### config.mk
export PLATFORM = sky130hd
export DESIGN_NAME = checksummed_frame_deframer
export DESIGN_NICKNAME = d
export VERILOG_FILES = /design/src/rtl/dfr_pkg.sv /design/src/rtl/dfr_ram.sv /design/src/rtl/dfr_front.sv /design/src/rtl/dfr_queue.sv /design/src/rtl/dfr_back.sv /design/src/rtl/checksummed_frame_deframer.sv
export SDC_FILE = /design/constraint.sdc
export NUM_CORES = 1
export LEC_CHECK = 0
export BUFFER_PORTS_ARGS = -buffer_cell sky130_fd_sc_hd__clkbuf_2
export CAP_MARGIN = 15
export CORE_MARGIN = 3
export CORE_UTILIZATION = 28
export DETAILED_ROUTE_END_ITERATION = 10
export PLACE_DENSITY = 0.47
export SLEW_MARGIN = 20
export SYNTH_ARGS = -nofsm -noshare
export SYNTH_HDL_FRONTEND = slang
export SYNTH_HIERARCHICAL = 1
export SYNTH_SLANG_ARGS = --single-unit
### constraint.sdc
create_clock -name clk -period 6.7 [get_ports clk]
set_clock_uncertainty 0.15 [all_clocks]
set_input_delay 0.335 -clock clk [delete_from_list [all_inputs] [get_ports clk]]
set_output_delay 0.335 -clock clk [all_outputs]
set_load 0.01 [all_outputs]
### src/rtl/dfr_pkg.sv
// Shared constants and types for the checksummed frame deframer.
package dfr_pkg;

  // Frame format bytes.
  localparam logic [7:0] START_BYTE = 8'hA5;
  localparam logic [7:0] END_BYTE   = 8'h0D;

  // Payload sizing.
  localparam int MAX_PAYLOAD = 64;
  localparam int IDX_W       = $clog2(MAX_PAYLOAD);
  localparam int LEN_W       = IDX_W + 1;

  // Payload store: two banks so one frame can replay while the next arrives.
  localparam int NUM_BANKS  = 2;
  localparam int STORE_DEPTH = NUM_BANKS * MAX_PAYLOAD;
  localparam int STORE_AW    = $clog2(STORE_DEPTH);

  // Depth of the frame queue between the front and back parts.
  localparam int QUEUE_DEPTH = 2;

  // Largest payload length ever accepted, at the configuration width.
  localparam logic [LEN_W-1:0] MAX_LEN = LEN_W'(MAX_PAYLOAD);

  // One validated frame waiting for replay.
  typedef struct packed {
    logic             bank;
    logic [LEN_W-1:0] len;
  } frame_desc_t;

  // Bank handed back by the replay side once its last byte is read.
  typedef struct packed {
    logic valid;
    logic bank;
  } bank_rel_t;

endpackage

### src/rtl/dfr_ram.sv
// Generic single-write, single-read RAM with registered read data.
module dfr_ram #(
  parameter int WIDTH = 8,
  parameter int DEPTH = 128,
  localparam int AW = $clog2(DEPTH)
) (
  input  logic             clk,
  input  logic             wr_en,
  input  logic [AW-1:0]    wr_addr,
  input  logic [WIDTH-1:0] wr_data,
  input  logic             rd_en,
  input  logic [AW-1:0]    rd_addr,
  output logic [WIDTH-1:0] rd_data
);

  logic [WIDTH-1:0] mem [DEPTH];

  // Write port.
  always_ff @(posedge clk) begin
    if (wr_en) begin
      mem[wr_addr] <= wr_data;
    end
  end

  // Registered read port.
  always_ff @(posedge clk) begin
    if (rd_en) begin
      rd_data <= mem[rd_addr];
    end
  end

endmodule

### src/rtl/dfr_front.sv
// Front part: parses the byte stream, checks frames and fills the payload banks.
module dfr_front (
  input  logic                      clk,
  input  logic                      rst_n,
  input  logic                      in_valid,
  output logic                      in_ready,
  input  logic [7:0]                in_rx_byte,
  input  logic [dfr_pkg::LEN_W-1:0] max_len,
  input  dfr_pkg::bank_rel_t        rel,
  input  logic                      q_full,
  output logic                      push_valid,
  output dfr_pkg::frame_desc_t      push_desc,
  output logic                      wr_en,
  output logic [dfr_pkg::STORE_AW-1:0] wr_addr,
  output logic [7:0]                wr_data
);
  import dfr_pkg::*;

  typedef enum logic [2:0] {
    PH_HUNT,
    PH_LEN_LO,
    PH_LEN_HI,
    PH_DATA,
    PH_CK_LO,
    PH_CK_HI,
    PH_END
  } phase_t;

  phase_t                 phase_r, phase_nxt;
  logic [7:0]             len_lo_r, len_lo_nxt;
  logic [LEN_W-1:0]       len_r, len_nxt;
  logic [LEN_W-1:0]       cnt_r, cnt_nxt;
  logic [15:0]            sum_r, sum_nxt;
  logic [15:0]            ck_r, ck_nxt;
  logic                   wr_bank_r, wr_bank_nxt;
  logic [NUM_BANKS-1:0]   busy_r, busy_nxt;

  logic                   accept;
  logic [15:0]            full_len;
  logic [LEN_W-1:0]       limit;
  logic [LEN_W-1:0]       cnt_inc;

  // The effective limit never exceeds the store size.
  assign limit    = (max_len > MAX_LEN) ? MAX_LEN : max_len;
  assign full_len = {in_rx_byte, len_lo_r};
  assign cnt_inc  = cnt_r + LEN_W'(1);

  // Hold off a data byte while its bank is still replaying, and the end byte
  // while the queue has no room.
  always_comb begin
    unique case (phase_r)
      PH_DATA: in_ready = !busy_r[wr_bank_r];
      PH_END:  in_ready = !q_full;
      default: in_ready = 1'b1;
    endcase
  end

  assign accept = in_valid && in_ready;

  // Parser next-state logic.
  always_comb begin
    phase_nxt   = phase_r;
    len_lo_nxt  = len_lo_r;
    len_nxt     = len_r;
    cnt_nxt     = cnt_r;
    sum_nxt     = sum_r;
    ck_nxt      = ck_r;
    wr_bank_nxt = wr_bank_r;
    busy_nxt    = busy_r;
    push_valid  = 1'b0;
    push_desc   = '{bank: wr_bank_r, len: len_r};
    wr_en       = 1'b0;
    wr_addr     = {wr_bank_r, cnt_r[IDX_W-1:0]};
    wr_data     = in_rx_byte;

    if (rel.valid) begin
      busy_nxt[rel.bank] = 1'b0;
    end

    if (accept) begin
      unique case (phase_r)
        PH_LEN_LO: begin
          len_lo_nxt = in_rx_byte;
          phase_nxt  = PH_LEN_HI;
        end
        PH_LEN_HI: begin
          cnt_nxt = '0;
          sum_nxt = '0;
          len_nxt = full_len[LEN_W-1:0];
          if (full_len > 16'(limit)) begin
            phase_nxt = PH_HUNT;
          end else if (full_len == 16'd0) begin
            phase_nxt = PH_CK_LO;
          end else begin
            phase_nxt = PH_DATA;
          end
        end
        PH_DATA: begin
          wr_en   = 1'b1;
          sum_nxt = sum_r + 16'(in_rx_byte);
          cnt_nxt = cnt_inc;
          if (cnt_inc >= len_r) begin
            phase_nxt = PH_CK_LO;
          end
        end
        PH_CK_LO: begin
          ck_nxt    = {8'd0, in_rx_byte};
          phase_nxt = PH_CK_HI;
        end
        PH_CK_HI: begin
          ck_nxt    = {in_rx_byte, ck_r[7:0]};
          phase_nxt = PH_END;
        end
        PH_END: begin
          if (in_rx_byte == END_BYTE && sum_r == ck_r) begin
            push_valid = 1'b1;
            // An empty frame never touches the store, so its bank stays ours.
            if (len_r != '0) begin
              busy_nxt[wr_bank_r] = 1'b1;
              wr_bank_nxt         = !wr_bank_r;
            end
          end
          phase_nxt = PH_HUNT;
        end
        default: begin
          phase_nxt = (in_rx_byte == START_BYTE) ? PH_LEN_LO : PH_HUNT;
        end
      endcase
    end
  end

  // Parser registers.
  always_ff @(posedge clk) begin
    if (!rst_n) begin
      phase_r   <= PH_HUNT;
      wr_bank_r <= 1'b0;
      busy_r    <= '0;
      len_r     <= '0;
      cnt_r     <= '0;
      sum_r     <= '0;
      ck_r      <= '0;
    end else begin
      phase_r   <= phase_nxt;
      wr_bank_r <= wr_bank_nxt;
      busy_r    <= busy_nxt;
      len_r     <= len_nxt;
      cnt_r     <= cnt_nxt;
      sum_r     <= sum_nxt;
      ck_r      <= ck_nxt;
    end
    len_lo_r <= len_lo_nxt;
  end

  // A payload byte must never land in a bank that is still being replayed.
  a_no_write_busy: assert property (@(posedge clk) disable iff (!rst_n)
    wr_en |-> !busy_r[wr_bank_r])
    else $error("payload write into a busy bank");

  // A frame is only queued when the queue has room.
  a_push_room: assert property (@(posedge clk) disable iff (!rst_n)
    push_valid |-> !q_full)
    else $error("frame pushed into a full queue");

endmodule

### src/rtl/dfr_queue.sv
// Small queue of validated frames between the front and back parts.
module dfr_queue (
  input  logic                 clk,
  input  logic                 rst_n,
  input  logic                 push,
  input  dfr_pkg::frame_desc_t push_desc,
  output logic                 full,
  input  logic                 pop,
  output logic                 head_valid,
  output dfr_pkg::frame_desc_t head_desc
);
  import dfr_pkg::*;

  localparam int PW = $clog2(QUEUE_DEPTH);
  localparam int CW = $clog2(QUEUE_DEPTH + 1);

  frame_desc_t     slot_r [QUEUE_DEPTH];
  logic [PW-1:0]   wptr_r, rptr_r;
  logic [CW-1:0]   count_r;

  assign full       = (count_r == CW'(QUEUE_DEPTH));
  assign head_valid = (count_r != '0);
  assign head_desc  = slot_r[rptr_r];

  // Pointer and count update.
  always_ff @(posedge clk) begin
    if (!rst_n) begin
      wptr_r  <= '0;
      rptr_r  <= '0;
      count_r <= '0;
    end else begin
      if (push) begin
        wptr_r <= (wptr_r == PW'(QUEUE_DEPTH - 1)) ? '0 : wptr_r + PW'(1);
      end
      if (pop) begin
        rptr_r <= (rptr_r == PW'(QUEUE_DEPTH - 1)) ? '0 : rptr_r + PW'(1);
      end
      if (push && !pop) begin
        count_r <= count_r + CW'(1);
      end else if (pop && !push) begin
        count_r <= count_r - CW'(1);
      end
    end
  end

  // Entry storage.
  always_ff @(posedge clk) begin
    if (push) begin
      slot_r[wptr_r] <= push_desc;
    end
  end

  // The fill count stays within the queue depth.
  a_count_range: assert property (@(posedge clk) disable iff (!rst_n)
    count_r <= CW'(QUEUE_DEPTH))
    else $error("frame queue count out of range");

endmodule

### src/rtl/dfr_back.sv
// Back part: replays queued frames from the payload store as result requests.
module dfr_back (
  input  logic                         clk,
  input  logic                         rst_n,
  input  logic                         q_valid,
  input  dfr_pkg::frame_desc_t         q_desc,
  output logic                         q_pop,
  output logic                         rd_en,
  output logic [dfr_pkg::STORE_AW-1:0] rd_addr,
  input  logic [7:0]                   rd_data,
  output dfr_pkg::bank_rel_t           rel,
  output logic                         out_valid,
  input  logic                         out_ready,
  output logic [7:0]                   out_payload_byte,
  output logic [dfr_pkg::IDX_W-1:0]    out_byte_index,
  output logic [dfr_pkg::LEN_W-1:0]    out_frame_length,
  output logic                         out_has_byte,
  output logic                         out_last
);
  import dfr_pkg::*;

  logic              act_r, act_nxt;
  logic              bank_r, bank_nxt;
  logic [LEN_W-1:0]  len_r, len_nxt;
  logic [LEN_W-1:0]  idx_r, idx_nxt;
  logic              pend_r, pend_nxt;
  logic [IDX_W-1:0]  pidx_r, pidx_nxt;

  logic              ov_r, ov_nxt;
  logic [7:0]        ob_r, ob_nxt;
  logic [IDX_W-1:0]  oi_r, oi_nxt;
  logic [LEN_W-1:0]  ol_r, ol_nxt;
  logic              oh_r, oh_nxt;
  logic              olast_r, olast_nxt;

  logic              out_free;
  logic              pend_last;

  assign out_free  = !ov_r || out_ready;
  assign pend_last = (({1'b0, pidx_r} + LEN_W'(1)) == len_r);

  // Replay sequencing: one store read in flight, then into the output register.
  always_comb begin
    act_nxt   = act_r;
    bank_nxt  = bank_r;
    len_nxt   = len_r;
    idx_nxt   = idx_r;
    pend_nxt  = 1'b0;
    pidx_nxt  = pidx_r;
    ov_nxt    = ov_r && !out_ready;
    ob_nxt    = ob_r;
    oi_nxt    = oi_r;
    ol_nxt    = ol_r;
    oh_nxt    = oh_r;
    olast_nxt = olast_r;
    q_pop     = 1'b0;
    rd_en     = 1'b0;
    rd_addr   = {bank_r, idx_r[IDX_W-1:0]};
    rel       = '{valid: 1'b0, bank: bank_r};

    if (pend_r) begin
      // Read data is back; the output register is free by construction.
      ov_nxt    = 1'b1;
      ob_nxt    = rd_data;
      oi_nxt    = pidx_r;
      ol_nxt    = len_r;
      oh_nxt    = 1'b1;
      olast_nxt = pend_last;
      if (pend_last) begin
        act_nxt   = 1'b0;
        rel.valid = 1'b1;
      end
    end else if (act_r) begin
      if (out_free && idx_r < len_r) begin
        rd_en    = 1'b1;
        pend_nxt = 1'b1;
        pidx_nxt = idx_r[IDX_W-1:0];
        idx_nxt  = idx_r + LEN_W'(1);
      end
    end else if (q_valid && out_free) begin
      q_pop = 1'b1;
      if (q_desc.len == '0) begin
        // Empty frame: one result with no byte.
        ov_nxt    = 1'b1;
        ob_nxt    = '0;
        oi_nxt    = '0;
        ol_nxt    = '0;
        oh_nxt    = 1'b0;
        olast_nxt = 1'b1;
      end else begin
        act_nxt  = 1'b1;
        bank_nxt = q_desc.bank;
        len_nxt  = q_desc.len;
        idx_nxt  = '0;
      end
    end
  end

  // Replay and output registers.
  always_ff @(posedge clk) begin
    if (!rst_n) begin
      act_r  <= 1'b0;
      pend_r <= 1'b0;
      ov_r   <= 1'b0;
    end else begin
      act_r  <= act_nxt;
      pend_r <= pend_nxt;
      ov_r   <= ov_nxt;
    end
    bank_r  <= bank_nxt;
    len_r   <= len_nxt;
    idx_r   <= idx_nxt;
    pidx_r  <= pidx_nxt;
    ob_r    <= ob_nxt;
    oi_r    <= oi_nxt;
    ol_r    <= ol_nxt;
    oh_r    <= oh_nxt;
    olast_r <= olast_nxt;
  end

  assign out_valid        = ov_r;
  assign out_payload_byte = ob_r;
  assign out_byte_index   = oi_r;
  assign out_frame_length = ol_r;
  assign out_has_byte     = oh_r;
  assign out_last         = olast_r;

  // A read is only issued when its data can move straight into the output.
  a_pend_free: assert property (@(posedge clk) disable iff (!rst_n)
    pend_r |-> !ov_r)
    else $error("store read returned into an occupied output register");

  // A new frame is only taken once the previous one is fully replayed.
  a_pop_idle: assert property (@(posedge clk) disable iff (!rst_n)
    q_pop |-> (!act_r && !pend_r))
    else $error("frame popped during a replay");

endmodule

### src/rtl/checksummed_frame_deframer.sv
// Top level of the checksummed frame deframer.
//
// Input channel (in_valid/in_ready/in_rx_byte) takes one link byte per request.
// Frames are 0xA5, a little-endian 16-bit length, the payload, a little-endian
// 16-bit additive checksum and 0x0D. Bad or oversized frames are dropped.
// Output channel (out_valid/out_ready/out_*) gives one request per payload
// byte of each good frame, or a single byte-less request for an empty frame.
// cfg_wr_en/cfg_wr_data write the largest accepted payload length (reset 64).
// The parser takes one byte per cycle while in_ready is high. Replay keeps
// one store read in flight; its read data goes to the output register
// before the next read. The first result follows the end byte through the
// queue, replay start, store read and output register. Two payload banks and a
// two-entry frame queue let the next frame arrive during a replay; in_ready
// drops only when the next frame's bank is still replaying or the queue is
// full. A stalled receiver just holds the output register and backs up
// through the queue. Reset returns the parser to hunting, empties the queue
// and frees both banks; no clearing pass is needed.
module checksummed_frame_deframer (
  input  logic                      clk,
  input  logic                      rst_n,
  input  logic                      in_valid,
  output logic                      in_ready,
  input  logic [7:0]                in_rx_byte,
  output logic                      out_valid,
  input  logic                      out_ready,
  output logic [7:0]                out_payload_byte,
  output logic [dfr_pkg::IDX_W-1:0] out_byte_index,
  output logic [dfr_pkg::LEN_W-1:0] out_frame_length,
  output logic                      out_has_byte,
  output logic                      out_last,
  input  logic                      cfg_wr_en,
  input  logic [dfr_pkg::LEN_W-1:0] cfg_wr_data
);
  import dfr_pkg::*;

  logic [LEN_W-1:0]    max_len_r;
  bank_rel_t           rel;
  logic                q_full;
  logic                push_valid;
  frame_desc_t         push_desc;
  logic                q_pop;
  logic                q_valid;
  frame_desc_t         q_desc;
  logic                wr_en;
  logic [STORE_AW-1:0] wr_addr;
  logic [7:0]          wr_data;
  logic                rd_en;
  logic [STORE_AW-1:0] rd_addr;
  logic [7:0]          rd_data;

  // Length limit register.
  always_ff @(posedge clk) begin
    if (!rst_n) begin
      max_len_r <= MAX_LEN;
    end else if (cfg_wr_en) begin
      max_len_r <= cfg_wr_data;
    end
  end

  dfr_front u_front (
    .clk        (clk),
    .rst_n      (rst_n),
    .in_valid   (in_valid),
    .in_ready   (in_ready),
    .in_rx_byte (in_rx_byte),
    .max_len    (max_len_r),
    .rel        (rel),
    .q_full     (q_full),
    .push_valid (push_valid),
    .push_desc  (push_desc),
    .wr_en      (wr_en),
    .wr_addr    (wr_addr),
    .wr_data    (wr_data)
  );

  dfr_queue u_queue (
    .clk        (clk),
    .rst_n      (rst_n),
    .push       (push_valid),
    .push_desc  (push_desc),
    .full       (q_full),
    .pop        (q_pop),
    .head_valid (q_valid),
    .head_desc  (q_desc)
  );

  dfr_ram #(
    .WIDTH (8),
    .DEPTH (STORE_DEPTH)
  ) u_store (
    .clk     (clk),
    .wr_en   (wr_en),
    .wr_addr (wr_addr),
    .wr_data (wr_data),
    .rd_en   (rd_en),
    .rd_addr (rd_addr),
    .rd_data (rd_data)
  );

  dfr_back u_back (
    .clk              (clk),
    .rst_n            (rst_n),
    .q_valid          (q_valid),
    .q_desc           (q_desc),
    .q_pop            (q_pop),
    .rd_en            (rd_en),
    .rd_addr          (rd_addr),
    .rd_data          (rd_data),
    .rel              (rel),
    .out_valid        (out_valid),
    .out_ready        (out_ready),
    .out_payload_byte (out_payload_byte),
    .out_byte_index   (out_byte_index),
    .out_frame_length (out_frame_length),
    .out_has_byte     (out_has_byte),
    .out_last         (out_last)
  );

endmodule
==> results.ini <==
[power_and_ir_drop]
power_switching_uw=5657
switching_share_pct=28.35
ir_drop_mv=0.4849
p_leak_uw=0.01634
clockPowerShare_pct=32.4
power_density_nw_per_um2=374.7
pwr-share-comb_pct=25.9
pwr-share-seq_pct=41.8
intPower_uw=14300

[place]
dp_hpwl_um=73870
port_buffers=44
placed_area_um2=49200
gp_congestion=0.7898

[sta]
max_freq_mhz=202.9
min_period_ns=4.928
hold_viol_final=0
post-route-period-util_pct=73.56
fin_setup_tns_ns=0
setup_viol=0
drv_slew=0
grt_setup_unrepaired=no
slew_headroom_pct=25.44
worst_pin_slew_ns=1.118

[critical_path]
arrival_ns=5.12
rr_worst_depth=6
r2r_setup_slack_ns=1.77
required_ns=6.89
critPathMaxFanout=18
worst-setup-path-type=reg2reg
end_kind=register
crit_path_start_kind=register

[synthesis]
ys_types=69
yosys_warnings=6
syn_area_um2=46470
synth_area_per_cell_um2=20.44
yosysSeqAreaShare_pct=73.95
synth_edf_count=1099
synthArstFlopShare_pct=0
syn_inst=2273
synth_ff_type=edfxtp_1
syn_nets=2326
ys_seq_elements=1167

[die]
row_count=148
fp.dieH_um=413.4
dieWidth_um=413.4
io_pins=45
die_area_um2=170900
initial_core_util_pct=28.36
coreArea_um2=163900

[routing]
vias=22490
drtIter0Drc=2223
dr.pass1.iters=6
drc=0
viasPerCell=4.837
drtAntennaViolNets=0
finalWirelength_um=119600
wire_per_inst_um=25.72

[min_path]
min_path_cells=2
hold_class=in2reg

[global_route]
antenna_found_initial=4
grt_pass1_wl_um=173000
gr-total-overflow=0
grt_pass1_vias=23450
grt_use_total_pct=14.00
grt_max_degree=82

[layout]
fillers=15520
final_cell_mix=edfxtp_1, mux4_2, nor2_1
final_common_cell=edfxtp_1
nets=2428
fin_area_um2=53250
area_delta_synth_final_pct=14.59
layout-drive-gt1-share_pct=25.94

[clocking]
clock_latency_ns=0.73
root_buffer=clkbuf_16
clk_path_buf_depth=3
cts-htree-levels=3
tritoncts=yes
cts_buffers=118
path_clk_slew_ns=0.06
cts.sink_count=1167
ctsResizeCount=0

[flow_run]
drv_cap=0

[outcome]
status=finished, final reports clean

## timing repair
| item | CTS | global route |
|---|---|---|
| setup buffers | 0 | 0 |
| endpoints found under the hold margin | 120 | 0 |
| hold buffers | 25 | 0 |
## sequential cells by signal, summed over array words and instances (netlist names), 3 cells and up, named ones only
name,cells
u_store/mem,1024
u_front/ck_r,16
u_front/sum_r,16
u_queue/slot_r,16
u_back/out_payload_byte,8
u_front/len_lo_r,8
u_store/rd_data,8
max_len_r,7
u_back/idx_r,7
u_back/len_r,7
u_back/out_frame_length,7
u_front/cnt_r,7
u_front/len_r,7
u_back/out_byte_index,6
u_back/pidx_r,6
u_front/phase_r,3
## final timing paths
| check | from | to |
|---|---|---|
| setup / recovery | u_front/wr_bank_r$_SDFFE_PN0P_ | u_store/mem[118][4]$_DFFE_PP_ |
| hold / removal | rst_n | u_queue/wptr_r$_SDFFE_PN0P_ |
| setup reg to reg | u_front/wr_bank_r$_SDFFE_PN0P_ | u_store/mem[118][4]$_DFFE_PP_ |
| hold reg to reg | u_back/out_has_byte$_SDFFE_PP1P_ | u_back/out_has_byte$_SDFFE_PP1P_ |
## kinds of logic after synthesis
family	synth area share (%)
adders and majority gates	0.9047
muxes	17.04
buffers and inverters	1.618
and+or+nand+nor	4.278
AOI/OAI and AO/OA	1.292
DFF	73.95
xor gates and xnor gates	0.9235
## layout make-up
| class | instances | area (µm²) | area share, % |
|---|---|---|---|
| antenna | 3 | 7.507 | 0.01410 |
| clock buffer | 143 | 3129 | 5.876 |
| clock inverter | 73 | 661.9 | 1.243 |
| inverter | 20 | 75.07 | 0.1410 |
| multi-input combinational | 953 | 11390 | 21.40 |
| sequential | 1167 | 34360 | 64.53 |
| tap | 2175 | 2721 | 5.110 |
| timing repair buffer | 115 | 898.4 | 1.687 |
## cell usage after synthesis, types with 19 or more instances
| master | count | share of area (%) |
|---|---|---|
| a21oi_1 | 28 | 0.30 |
| clkbuf_1 | 58 | 0.47 |
| edfxtp_1 | 1099 | 71 |
| buf_4 | 35 | 0.57 |
| nor2b_1 | 23 | 0.31 |
| nor3_1 | 19 | 0.20 |
| mux4_2 | 336 | 16 |
| ha_1 | 32 | 0.86 |
| nand2_1 | 62 | 0.50 |
| nor2_1 | 167 | 1.3 |
| o21ai_0 | 22 | 0.24 |
| nand3_1 | 45 | 0.48 |
| buf_2 | 19 | 0.20 |
| and2_1 | 32 | 0.43 |
| inv_1 | 19 | 0.15 |
| xor2_1 | 25 | 0.47 |
| xnor2_1 | 24 | 0.45 |
| dfxtp_1 | 68 | 2.9 |
## power groups by stage
stage / Combinational [µW] / Sequential, µW / Clock, µW
final: 5160 / 8330 / 6460
after global routing: 5470 / 8350 / 6920
after CTS: 5270 / 8340 / 6650
after detailed placement: 5260 / 8490 / 0
after global placement: 5210 / 8490 / 0
after floorplan: 3570 / 8400 / 0
## metrics by stage
step                      power, µW  util (%)  instances  setup slack (ns)  hold WS [ns]
final                         19950     32.49       4649             1.772       0.04943
after global routing          20740     32.49       4646             1.448       0.04917
after CTS                     20260     32.49       4646             1.763       0.01734
after detailed placement      13750     30.02       4405             1.774        0.2991
after global placement        13700     30.02       4405             1.840        0.2840
after floorplan               11970         -       2273             3.406        0.2469
## critical path: stages, from the launching register on
cell	delay, ns
dfxtp_1	0.62
mux2i_1	0.53
o211ai_2	0.41
nor2_2	0.67
nor2b_1	0.44
nand3_2	0.80
nor2_1	0.91
## metal layers
| layer | GRT usage (%) | vias up | wire length (µm) |
|---|---|---|---|
| met2 | 22.49 | 761 | 57530 |
| met4 | 4.757 | 2 | 3313 |
| met5 | 0 | - | 17 |
| met3 | 2.782 | 174 | 7319 |
| met1 | 18.99 | 12040 | 51380 |
| li1 | - | 9511 | - |
Power figures use the tool's default switching activity.
